**config.mk**
```make
export PLATFORM = sky130hd
export DESIGN_NAME = ghtt_ctrl
export DESIGN_NICKNAME = d
export VERILOG_FILES = /design/src/rtl/core/ghtt_pkg.sv /design/src/rtl/core/ghtt_ctrl.sv
export SDC_FILE = /design/constraint.sdc
export NUM_CORES = 1
export LEC_CHECK = 0
export CORE_AREA = 4 4 41 43
export CTS_BUF_LIST = sky130_fd_sc_hd__clkbuf_8
export CTS_CLUSTER_SIZE = 10
export DETAILED_ROUTE_END_ITERATION = 16
export DIE_AREA = 0 0 45 47
export DONT_BUFFER_PORTS = 1
export PLACE_DENSITY = 0.36
export SYNTH_ARGS = -nofsm -noshare
export SYNTH_HDL_FRONTEND = slang
export SYNTH_SLANG_ARGS = --single-unit
```
**constraint.sdc**
```tcl
create_clock -name clk_i -period 1.55 [get_ports clk_i]
set_input_delay 0.31 -clock clk_i [delete_from_list [all_inputs] [get_ports clk_i]]
set_output_delay 0.31 -clock clk_i [all_outputs]
set_load 0.005 [all_outputs]
```
**src/rtl/core/ghtt_pkg.sv**
```systemverilog
// shared types and constants for the guest to host id translation table
package ghtt_pkg;

  localparam int TABLE_DEPTH  = 16384;
  localparam int HOST_ID_BITS = 64;
  localparam int ADDR_W       = $clog2(TABLE_DEPTH);
  localparam int GID_W        = 32;
  localparam int HID_W        = 64;
  localparam int BATCH_W      = 15;
  localparam int GUARD_W      = 14;
  localparam int MARK_W       = 14;
  localparam int SUM_W        = ((ADDR_W > BATCH_W) ? ADDR_W : BATCH_W) + 1;

  localparam logic [GUARD_W-1:0] GUARD_RESET = GUARD_W'(10000);

  typedef enum logic [1:0] {
    OP_INSERT = 2'd0,
    OP_REMOVE = 2'd1,
    OP_LOOKUP = 2'd2,
    OP_NOP    = 2'd3
  } op_e;

  typedef enum logic [1:0] {
    ST_OK      = 2'd0,
    ST_REFUSED = 2'd1,
    ST_UNKNOWN = 2'd2,
    ST_ZERO    = 2'd3
  } status_e;

  typedef enum logic [2:0] {
    S_CLEAR,
    S_IDLE,
    S_EXEC,
    S_WALK_RD,
    S_WALK_CHK
  } state_e;

  typedef enum logic [1:0] {
    RD_IN,
    RD_GID,
    RD_MARK
  } rd_sel_e;

  typedef struct packed {
    logic [1:0]         op;
    logic [GID_W-1:0]   src_id;
    logic [HID_W-1:0]   host_id;
    logic [BATCH_W-1:0] batch_count;
  } in_beat_t;

  typedef struct packed {
    logic [HID_W-1:0]  mapped_id;
    logic              present;
    logic [1:0]        status;
    logic [MARK_W-1:0] high_mark;
  } out_beat_t;

  typedef struct packed {
    logic    capture;
    logic    clr_wr;
    logic    exec_wr;
    logic    walk_dec;
    logic    load_out;
    rd_sel_e rd_sel;
  } ghtt_cmd_t;

  typedef struct packed {
    op_e  op;
    logic clr_last;
    logic walk_more;
  } ghtt_sts_t;

endpackage

```
**src/rtl/core/ghtt_ctrl.sv**
```systemverilog
// controller: clearing pass, per-beat sequencing, mark walk and output valid
module ghtt_ctrl (
  input  logic                clk_i,
  input  logic                rst_ni,
  input  logic                in_valid_i,
  output logic                in_stall_o,
  output logic                out_valid_o,
  input  logic                out_stall_i,
  input  ghtt_pkg::ghtt_sts_t sts_i,
  output ghtt_pkg::ghtt_cmd_t cmd_o
);
  import ghtt_pkg::*;

  state_e state_q, state_d;
  logic   out_valid_q, out_valid_d;
  logic   out_free;

  assign out_free   = !out_valid_q || !out_stall_i;
  assign in_stall_o = state_q != S_IDLE;

  always_comb begin
    state_d        = state_q;
    cmd_o          = '0;
    cmd_o.rd_sel   = RD_IN;
    unique case (state_q)
      S_CLEAR: begin
        cmd_o.clr_wr = 1'b1;
        if (sts_i.clr_last) begin
          state_d = S_IDLE;
        end
      end
      S_IDLE: begin
        if (in_valid_i) begin
          cmd_o.capture = 1'b1;
          state_d       = S_EXEC;
        end
      end
      S_EXEC: begin
        cmd_o.rd_sel = RD_GID;
        case (sts_i.op)
          OP_REMOVE: begin
            cmd_o.exec_wr = 1'b1;
            state_d       = S_WALK_RD;
          end
          default: begin
            if (out_free) begin
              cmd_o.exec_wr  = 1'b1;
              cmd_o.load_out = 1'b1;
              state_d        = S_IDLE;
            end
          end
        endcase
      end
      S_WALK_RD: begin
        cmd_o.rd_sel = RD_MARK;
        state_d      = S_WALK_CHK;
      end
      S_WALK_CHK: begin
        cmd_o.rd_sel = RD_MARK;
        if (sts_i.walk_more) begin
          cmd_o.walk_dec = 1'b1;
          state_d        = S_WALK_RD;
        end else if (out_free) begin
          cmd_o.load_out = 1'b1;
          state_d        = S_IDLE;
        end
      end
      default: state_d = S_IDLE;
    endcase
  end

  always_comb begin
    out_valid_d = out_valid_q;
    if (cmd_o.load_out) begin
      out_valid_d = 1'b1;
    end else if (!out_stall_i) begin
      out_valid_d = 1'b0;
    end
  end

  always_ff @(posedge clk_i or negedge rst_ni) begin
    if (!rst_ni) begin
      state_q     <= S_CLEAR;
      out_valid_q <= 1'b0;
    end else begin
      state_q     <= state_d;
      out_valid_q <= out_valid_d;
    end
  end

  assign out_valid_o = out_valid_q;

endmodule

```
# Yosys cells after proc, flatten, opt, wreduce, memory -nomap -nowiden
# Index checks and enable logic that the tools add are counted.
[word_totals]
ff_bits = 4
inputBits = 8
[op_classes]
eq_ne = 9
n_mux = 20
reduce_logical = 6
[ops]
columns = ["cell", "n"]
rows = [
  ["$mux 3", 5],
  ["$pmux 3 s5", 1],
  ["$mux 1", 12],
  ["$eq 3x2->1 const B", 2],
  ["$ne 2x2->1 const B", 2],
  ["$pmux 2 s2", 1],
  ["$eq 3x1->1 const B", 1],
  ["$eq 3x3->1 const B", 1],
  ["$logic_not 3->1", 1],
  ["$ne 3x1->1 const B", 1],
  ["$eq 2x1->1 const B", 1],
  ["$logic_not 1->1", 2],
  ["$ne 2x1->1 const B", 1],
  ["$pmux 1 s2", 1],
  ["$reduce_and 2->1", 1],
  ["$reduce_or 2->1", 1],
  ["$logic_or 1x1->1", 1],
]

# Longest topological paths before layout
# Gate-level depths: netlist (run 1).
[depth]
word_depth = 6
depth_mapped = 4
depth_no_buf = 3

# Worst setup path after synthesis (run 1)
# Ideal clock, no wire load.
[synth_timing]
path_kind = "flip-flop to output port"
from = "reg state_q[0]"
to = "out cmd_o[4] (netlist bit)"
arrival_time_ns = 1.118
required_ns = 1.240
slack_ns = 0.122
stages_incl_launch_ff = 5
n_path_buf = 1
cell_sequence = "dfrtp_1 buf_2 or3b_1 a31o_1 inv_1"
[synth_lines]
columns = ["element", "line", "source"]
rows = [
  ["start: declaration", "ghtt_ctrl.sv:14", "state_e state_q, state_d;"],
  ["start signal: assignment", "ghtt_ctrl.sv:86", "state_q <= state_d;"],
  ["end: declaration", "ghtt_ctrl.sv:10", "output ghtt_pkg::ghtt_cmd_t cmd_o"],
]

==> results by group, run 1 <==
Logic synthesis
  • Syn_nets: 43
  • Synthesized cell area: ~280 sq um
  • Ys async rst share: 1.000
  • Ys flop type: dfrtp_1
  • Synth area leaders: dfrtp_1 36%, o21ai_0 5.3%, inv_1 5.3%, nor3b_1 5.3%, and2_1 4.4%
  • Synth top area share: 0.3556
  • Yosys cell types: 21
  • Mean Syn Cell Area: around 8.0 sq um
  • Post-synth EDFFs: 0
  • Area leader, netlist: dfrtp_1
  • Synth Register Bits: 4
  • Synth warn: 0
  • Synth top cells by count: 4 x dfrtp_1, 4 x inv_1, 3 x nand2_1, 3 x o21ai_0
  • Mapped Cells: 35
  • Share of the yosys chip area belonging to registers: 0.3556

Routing
  • Routed len/inst: approximately 14 um
  • 1st-iter DRT viols: 9
  • DR pass1 iterations: 3
  • Via count: 279
  • ANT nets after route: 0
  • Total wire length: between 800 and 900 um
  • Via-to-Cell Ratio: 4.729
  • Drt drc: 0

STA
  • Clock Skew: 1.448 ps
  • Fmax: about 620 MHz
  • Tmin final: 1604 ps
  • Fin. Hold Viols: 0
  • Setup Viol. Count Final: 2
  • RSZ-0062 raised after global routing: true
  • Final setup TNS: -99.04 ps
  • Final Cycle Share: 1.035
  • Setup ws final: -54.17 ps
  • Relative slew slack: 0.7667
  • Final Max Slew Viols: 0
  • Slew @ Worst Pin: ~350 ps

Global route
  • GRT Util Overall: 0.08506
  • Total overflow reported by the global router: 0
  • Largest net degree at the start of global routing: 8
  • First-pass GRT wire length: 1276 um
  • Vias in the first global route: 299
  • Initial antenna violation count: 0

Layout
  • Final design utilization: 0.3106
  • Finished Layout Cells: 59
  • Layout net count: 54
  • Area growth, synth to finish: 43.56%
  • ANT cells: 0
  • Share of cells above drive strength 1: 0.3864

Min path
  • Worst hold endpoint: state_q[2]$_DFFE_PN0P_
  • Worst min-delay path class: primary input to register
  • Hold Path Origin: sts_i[0]
  • Hold-critical path depth: 1

Worst setup path
  • Worst path cell trace: or3b_4, a31o_1, inv_1
  • R2R Path Start: state_q[0]$_DFFE_PN0P_
  • Slowest CP cell: dfrtp_1
  • Buf+Inv Stages, Crit Path: 1
  • CP Data Arrival Time: 1290 ps
  • Setup crit start kind: register
  • Critical Path Start: state_q[0]$_DFFE_PN0P_
  • Crit. End Element: output pin
  • Reg2reg end: state_q[0]$_DFFE_PN0P_
  • Crit path largest cell delay: 400 ps
  • Reg2Reg Setup Slack: approximately 30 ps
  • Kind of critical path: register to output pin
  • CP required: 1240 ps
  • Top cell family by delay on the critical path: flip-flops
  • R2R depth: 5
  • Maximum fanout along the worst path: 4

Power
  • Worst vdd ir: around 0.75 mV
  • P_leak: 0.1884 nW
  • Power density over the cells: ~1800 nW/um^2

Clocking
  • CTS root buf: clkbuf_8
  • CTS tree: done
  • Cts bufs inserted: 3
  • Total clock sinks: 4
  • Reg clk slew, reported paths: 30 ps
  • CTS Buffer Depth: 2
  • H-tree Lvls: 1
  • Clock Latency Late Sink: 210 ps

Floorplan
  • # IOs: 17
  • Rows: 13
  • Die H: 47 um
  • Die ar.: 2115 sq um
  • Core area: ~1300 sq um
  • Initial Util: 0.2163
  • Die width: 45 um

Place
  • Post-Place Setup Slack: 93.75 ps
  • Cell count after placement: between 40 and 50
  • RePlAce Congestion: between 0.7 and 0.8
  • HPWL Detailed: 605.9 um
  • IO Port Bufs: 0

Status
  • Outcome: finished with violations
  • Failing checks: negative setup slack

Job
  • Maxcap violations: 0
[kinds of logic (layout without fill, tap and decap cells)]
logic type             count (synthesis)  after routing  share of synthesized area
AND/OR/NAND/NOR                       15             15                     0.3111
AO/OA/AOI/OAI                         10             10                     0.2356
buffers and inverters                  6             15                    0.09776
flip-flops                             4              4                     0.3556
[cells in the final DEF, fill, tap and decap left out, drive strengths merged]
cell type and count:
a21oi 2, a22oi 1, a31o 1, a32oi 1, and2 2, and3 1
buf 7, clkbuf 3, dfrtp 4, dlygate4sd3 1, inv 4, nand2 3
nand2b 1, nor2 2, nor2b 1, nor3 1, nor3b 2, o21ai 3
o31a 1, o31ai 1, or3b 2
[per-stage QoR]
step | hold WS [ps] | cell area (sq um) | total power [mW]
finish | 218.2 | 404.1 | 0.7270
global route | 215.3 | 404.1 | 0.7799
CTS | 208.4 | 391.6 | 0.7173
detailed placement | 14.54 | 295.3 | 0.4377
global placement | 14.54 | 295.3 | 0.4413
floorplan | 14.41 | 281.5 | 0.3777
[final cells by class]
class	instances	area (sq um)
clock buffers	3	41.29
fillers	156	897.1
inverters	4	15.01
multi-input cells	25	163.9
flip-flops and latches	4	102.6
well taps	15	18.77
repair buffers	8	62.56
[repair_timing]
item / CTS / global route
hold buffers: 1 / 0
resized for setup: 4 / 2
buffers inserted: 5 / 1
endpoints found under the hold margin: 4 / 0
endpoints found under the setup margin: 3 / 5
pin swaps: 1 / 0
[how the worst max path moves through the flow]
stage                    end  slack, ps  depth (start not counted)
floorplan           cmd_o[4]        120                          4
global placement    cmd_o[4]        120                          3
detailed placement  cmd_o[4]         90                          3
CTS                 cmd_o[4]        -50                          3
global route        cmd_o[1]        -80                          3
finish              cmd_o[4]        -50                          3
[per-layer routing]
metal	GRT usage	vias up	share of wire
li1	-	140	-
met3	0.02299	0	0.060
met4	0.07018	0	0
met2	0.1441	9	0.54
met1	0.08796	130	0.39
met5	0	-	0
[flip-flops by register name (all words and copies together), names as in the netlist]
| name | cells |
|---|---|
| state_q | 3 |
| out_valid_o | 1 |
[report_power, final]
part	internal (mW)	total, mW	switching (mW)
Clock	0.165	0.211	0.0464
Sequential	0.147	0.195	0.0476
Combinational	0.158	0.321	0.162
Power figures use the tool's default switching activity.
==> inputs of run 2 (changes only) <==
SKIP_CTS_REPAIR_TIMING = 1   (was not set)
SLEW_MARGIN = 10   (was not set)
==> run 2 against run 1 <==
Net effect:
- the run still ends with negative setup slack left
- die area is the same
- worst setup slack got worse by 21 ps
- count of clock-buffer cells in the layout stayed put
- worst hold slack lost 5.1 ps
- largest cell class unchanged
- highest routed layer unchanged
==> results by group, run 2 (same netlist as run 1, synthesis figures left out) <==
Status
  • Outcome: finished with violations
  • Failing checks: negative setup slack

STA
  • Slew @ Worst Pin: roughly 380 ps
  • Setup ws final: -75.08 ps
  • RSZ-0062 raised after global routing: true
  • Fin. Hold Viols: 0
  • Final setup TNS: -145.7 ps
  • Final Max Slew Viols: 0
  • Relative slew slack: 0.7438
  • Setup Viol. Count Final: 2
  • Fmax: 615.4 MHz
  • Tmin final: roughly 1600 ps
  • Final Cycle Share: 1.048
  • Clock Skew: 0.1793 ps
  • Hold_ws: 213.1 ps

Floorplan
  • Die width: between 40 and 50 um
  • Die H: 47 um
  • Rows: 13
  • Initial Util: 0.2163
  • Die ar.: 2115 sq um
  • # IOs: 17
  • Core area: 1301 sq um

Layout
  • Max reg flops: 3
  • ANT cells: 0
  • Most frequent cells in the layout: 4 x inv_1, 3 x o21ai_0, 3 x clkbuf_8, 3 x buf_4
  • Layout net count: 50
  • Area growth, synth to finish: 31.11%
  • Share of cells above drive strength 1: 0.2750
  • Top reg by flops: state_q
  • Most common cell after layout, fill and taps aside: inv_1

Global route
  • Total overflow reported by the global router: 0
  • First-pass GRT wire length: approximately 1100 um
  • Vias in the first global route: 260
  • GRT Util Overall: 0.07552
  • Largest net degree at the start of global routing: 9
  • Initial antenna violation count: 0

Routing
  • Via-to-Cell Ratio: 5.036
  • Via count: 277
  • Drt drc: 0
  • Routed len/inst: between 10 and 15 um
  • 1st-iter DRT viols: 6
  • ANT nets after route: 0
  • DR pass1 iterations: 4
  • Total wire length: 780 um

Worst setup path
  • R2R Path Start: state_q[2]$_DFFE_PN0P_
  • R2R depth: 4
  • Setup crit start kind: register
  • Crit. End Element: output pin
  • CP Data Arrival Time: 1320 ps
  • Kind of critical path: register to output pin
  • Maximum fanout along the worst path: 7
  • Reg2Reg Setup Slack: around 100 ps
  • CP required: 1240 ps
  • Reg2reg end: state_q[0]$_DFFE_PN0P_

Place
  • HPWL Detailed: 605.9 um
  • IO Port Bufs: 0
  • RePlAce Congestion: approximately 0.70

Power
  • Power density over the cells: 1844 nW/um^2
  • P_leak: approximately 0.17 nW
  • Worst vdd ir: 0.7386 mV

Job
  • Maxcap violations: 0

Clocking
  • CTS root buf: clkbuf_8
  • Total clock sinks: 4
  • Reg clk slew, reported paths: 30 ps
  • Clock Latency Late Sink: 210 ps
  • Cts bufs inserted: 3
  • CTS Buffer Depth: 2
  • H-tree Lvls: 1
  • CTS tree: done

Min path
  • Hold Path Origin: sts_i[0]
  • Worst hold endpoint: state_q[2]$_DFFE_PN0P_
  • Hold-critical path depth: 1
  • Worst min-delay path class: primary input to register
==> run 2: cell types whose count changed in the layout (fill, tap and decap cells not counted) <==
cell,before,now
inv_1,3,4
buf_4,7,3
inv_2,1,0
nor3b_2,1,0
nor3b_1,1,2
==> run 2: cell type report <==
| cell class | instances | area [sq um] |
|---|---|---|
| timing repair buffer | 4 | 32.53 |
| fill | 157 | 932.1 |
| sequential | 4 | 102.6 |
| multi-input combinational | 25 | 158.9 |
| inverter | 4 | 15.01 |
| clock buffer | 3 | 41.29 |
| tap | 15 | 18.77 |
==> run 2: how the worst max path moves through the flow <==
stage	from	end	slack, ps	cells past startpoint
final	state_q[2]$_DFFE_PN0P_	cmd_o[4]	-80	3
after global routing	state_q[2]$_DFFE_PN0P_	cmd_o[4]	-110	3
after CTS	state_q[2]$_DFFE_PN0P_	cmd_o[4]	-130	3
after detailed placement	state_q[2]$_DFFE_PN0P_	cmd_o[4]	90	3
after global placement	state_q[2]$_DFFE_PN0P_	cmd_o[4]	120	3
after floorplan	state_q[0]$_DFFE_PN0P_	cmd_o[4]	120	4
==> run 2: routing by layer <==
metal | routed length (um) | up-vias | GRT usage
li1 | - | 132 | -
met1 | 284 | 134 | 0.07870
met2 | 435 | 11 | 0.1215
met3 | 60 | 0 | 0.02299
met4 | 0 | 0 | 0.07018
met5 | 0 | - | 0
==> run 2: stage by stage <==
stage               worst slack, ps    util  power (mW)  area [sq um]  cells
floorplan                     121.8       -      0.3777         281.5     35
global placement              123.2  0.2269      0.4413         295.3     49
detailed placement            93.75  0.2269      0.4377         295.3     49
CTS                          -132.6  0.2587      0.6566         336.6     52
global route                 -112.7  0.2837      0.7335         369.1     55
finish                       -75.08  0.2837      0.6808         369.1     55
==> run 2: power breakdown <==
group	total [mW]	internal, mW	switching [mW]
registers	0.199	0.147	0.0514
logic	0.273	0.127	0.146
clock network	0.209	0.165	0.0446
==> run 2: worst max-delay path, cell delays in order, from the launching register on <==
cell,delay (ps)
dfrtp_2,430
or3b_4,390
a31o_1,210
inv_1,70
==> inputs of run 3 (changes only) <==
PLACE_DENSITY = 0.38   (was 0.36)
clock period = 2 ns   (was 1.55 ns; I/O delays follow)
==> run 3 against run 2 <==
Net effect:
- the flow now finishes without violations
- utilization down 2.3 points
- via count down 7.6%
- cell count down 5.5%
- final area down 8.1%
- sequential share of layout area up 1.7 points
- register-to-register slack better by 510 ps
- clock power down 21%
- worst hold slack better by 83 ps
- first-iteration DRC count up 17%
- worst setup slack better by 310 ps
- clock skew up 1.4 ps
- critical path type unchanged
==> results by group, run 3 (same netlist as run 1, synthesis figures left out) <==
Clocking
  • CTS tree: done
  • CTS Buffer Depth: 2
  • Clock Latency Late Sink: 210 ps
  • Reg clk slew, reported paths: 30 ps
  • CTS root buf: clkbuf_8
  • H-tree Lvls: 1
  • Total clock sinks: 4
  • Cts bufs inserted: 3

Worst setup path
  • Crit path largest cell delay: 440 ps
  • Kind of critical path: register to output pin
  • Maximum fanout along the worst path: 8
  • CP required: 1600 ps
  • Worst path cell trace: or3b_1, a31o_1, inv_1
  • Reg2Reg Setup Slack: 610 ps
  • R2R Path Start: state_q[0]$_DFFE_PN0P_
  • Slowest CP cell: or3b_1
  • Setup crit start kind: register
  • Reg2reg end: state_q[0]$_DFFE_PN0P_
  • Crit. End Element: output pin
  • CP Data Arrival Time: 1370 ps
  • R2R depth: 3

Routing
  • Drt drc: 0
  • Via count: 256
  • Routed len/inst: 13.31 um
  • Via-to-Cell Ratio: just under 5
  • 1st-iter DRT viols: 7
  • DR pass1 iterations: 4
  • Total wire length: 692 um
  • ANT nets after route: 0

STA
  • RSZ-0062 raised after global routing: false
  • Slew @ Worst Pin: 327.3 ps
  • Tmin final: ~1800 ps
  • Clock Skew: 1.615 ps
  • Setup Viol. Count Final: 0
  • Final Max Slew Viols: 0
  • Fin. Hold Viols: 0
  • Fmax: approximately 570 MHz
  • Final setup TNS: 0 ps
  • Final Cycle Share: 0.8827
  • Relative slew slack: 0.7801

Status
  • Outcome: completed

Floorplan
  • Core area: around 1300 sq um
  • Die ar.: about 2100 sq um
  • Die H: 47 um
  • Rows: 13
  • Initial Util: 0.2163
  • Die width: 45 um
  • # IOs: 17

Global route
  • Total overflow reported by the global router: 0
  • GRT Util Overall: 0.07058
  • Largest net degree at the start of global routing: 11
  • First-pass GRT wire length: 1028 um
  • Initial antenna violation count: 0
  • Vias in the first global route: 250

Layout
  • Top reg by flops: state_q
  • Most frequent cells in the layout: 4 x inv_1, 4 x dfrtp_1, 3 x nand2_1, 3 x o21ai_0, 3 x clkbuf_8
  • Layout net count: 47
  • Max reg flops: 3
  • Area growth, synth to finish: 20.44%
  • ANT cells: 0
  • Share of cells above drive strength 1: 0.1081

Power
  • P_leak: 0.1570 nW
  • Power density over the cells: around 1400 nW/um^2
  • Total Power: 482.1 uW
  • Worst vdd ir: between 0.4 and 0.5 mV

Min path
  • Worst hold endpoint: state_q[2]$_DFFE_PN0P_
  • Worst min-delay path class: primary input to register
  • Hold-critical path depth: 1
  • Hold Path Origin: sts_i[0]

Place
  • RePlAce Congestion: 0.6692
  • IO Port Bufs: 0
  • HPWL Detailed: 568.5 um

Job
  • Maxcap violations: 0
run 3: changes by cell type in the layout (fill, tap and decap cells not counted):
cell,delta
buf_4,-3
dfrtp_1,+2
dfrtp_2,-2
nand2_1,+1
nand2_2,-1
or3b_1,+1
or3b_4,-1
run 3: power by group:
group,internal (mW),switching (mW)
sequential,0.112,0.0500
clock,0.128,0.0374
combinational,0.0690,0.0860
total,0.309,0.173
run 3: metrics by stage:
step / util / area [sq um] / hold WS, ps / setup slack [ps] / std cells
after CTS: 0.2529 / 329.1 / -123.9 / 219.9 / 51
after global placement: 0.2212 / 287.8 / 104.5 / 464.5 / 48
after floorplan: - / 281.5 / 104.4 / 481.8 / 35
after global routing: 0.2606 / 339.1 / 308.9 / 166.9 / 52
after detailed placement: 0.2212 / 287.8 / 104.5 / 453.1 / 48
final: 0.2606 / 339.1 / 296.2 / 234.7 / 52
run 3: worst max-delay path by stage:
stage,startpoint,to,slack [ps]
after global routing,state_q[0]$_DFFE_PN0P_,cmd_o[4],170
final,state_q[2]$_DFFE_PN0P_,cmd_o[4],230
after CTS,state_q[0]$_DFFE_PN0P_,cmd_o[4],220
after detailed placement,state_q[0]$_DFFE_PN0P_,cmd_o[4],450
after floorplan,state_q[0]$_DFFE_PN0P_,cmd_o[4],480
after global placement,state_q[0]$_DFFE_PN0P_,cmd_o[4],460
run 3: per-layer routing:
metal	global-route usage	wire (um)	vias up
li1	-	-	128
met1	0.06207	230	117
met2	0.1186	397	11
met3	0.03065	65	0
met4	0.07018	0	0
met5	0	0	-
run 3: layout make-up:
| class | count | area, sq um |
|---|---|---|
| Timing Repair Buffer | 1 | 10.01 |
| Fill cell | 153 | 962.2 |
| Inverter | 4 | 15.01 |
| Tap cell | 15 | 18.77 |
| Clock buffer | 3 | 41.29 |
| Sequential cell | 4 | 100.1 |
| Multi-Input combinational cell | 25 | 153.9 |
run 3: worst max-delay path: cells and delay by family, from the launching register on:
kind	cells	cell delay [ps]
compound gates	1	210
buf+inv	1	70
flops	1	430
simple gates	1	440
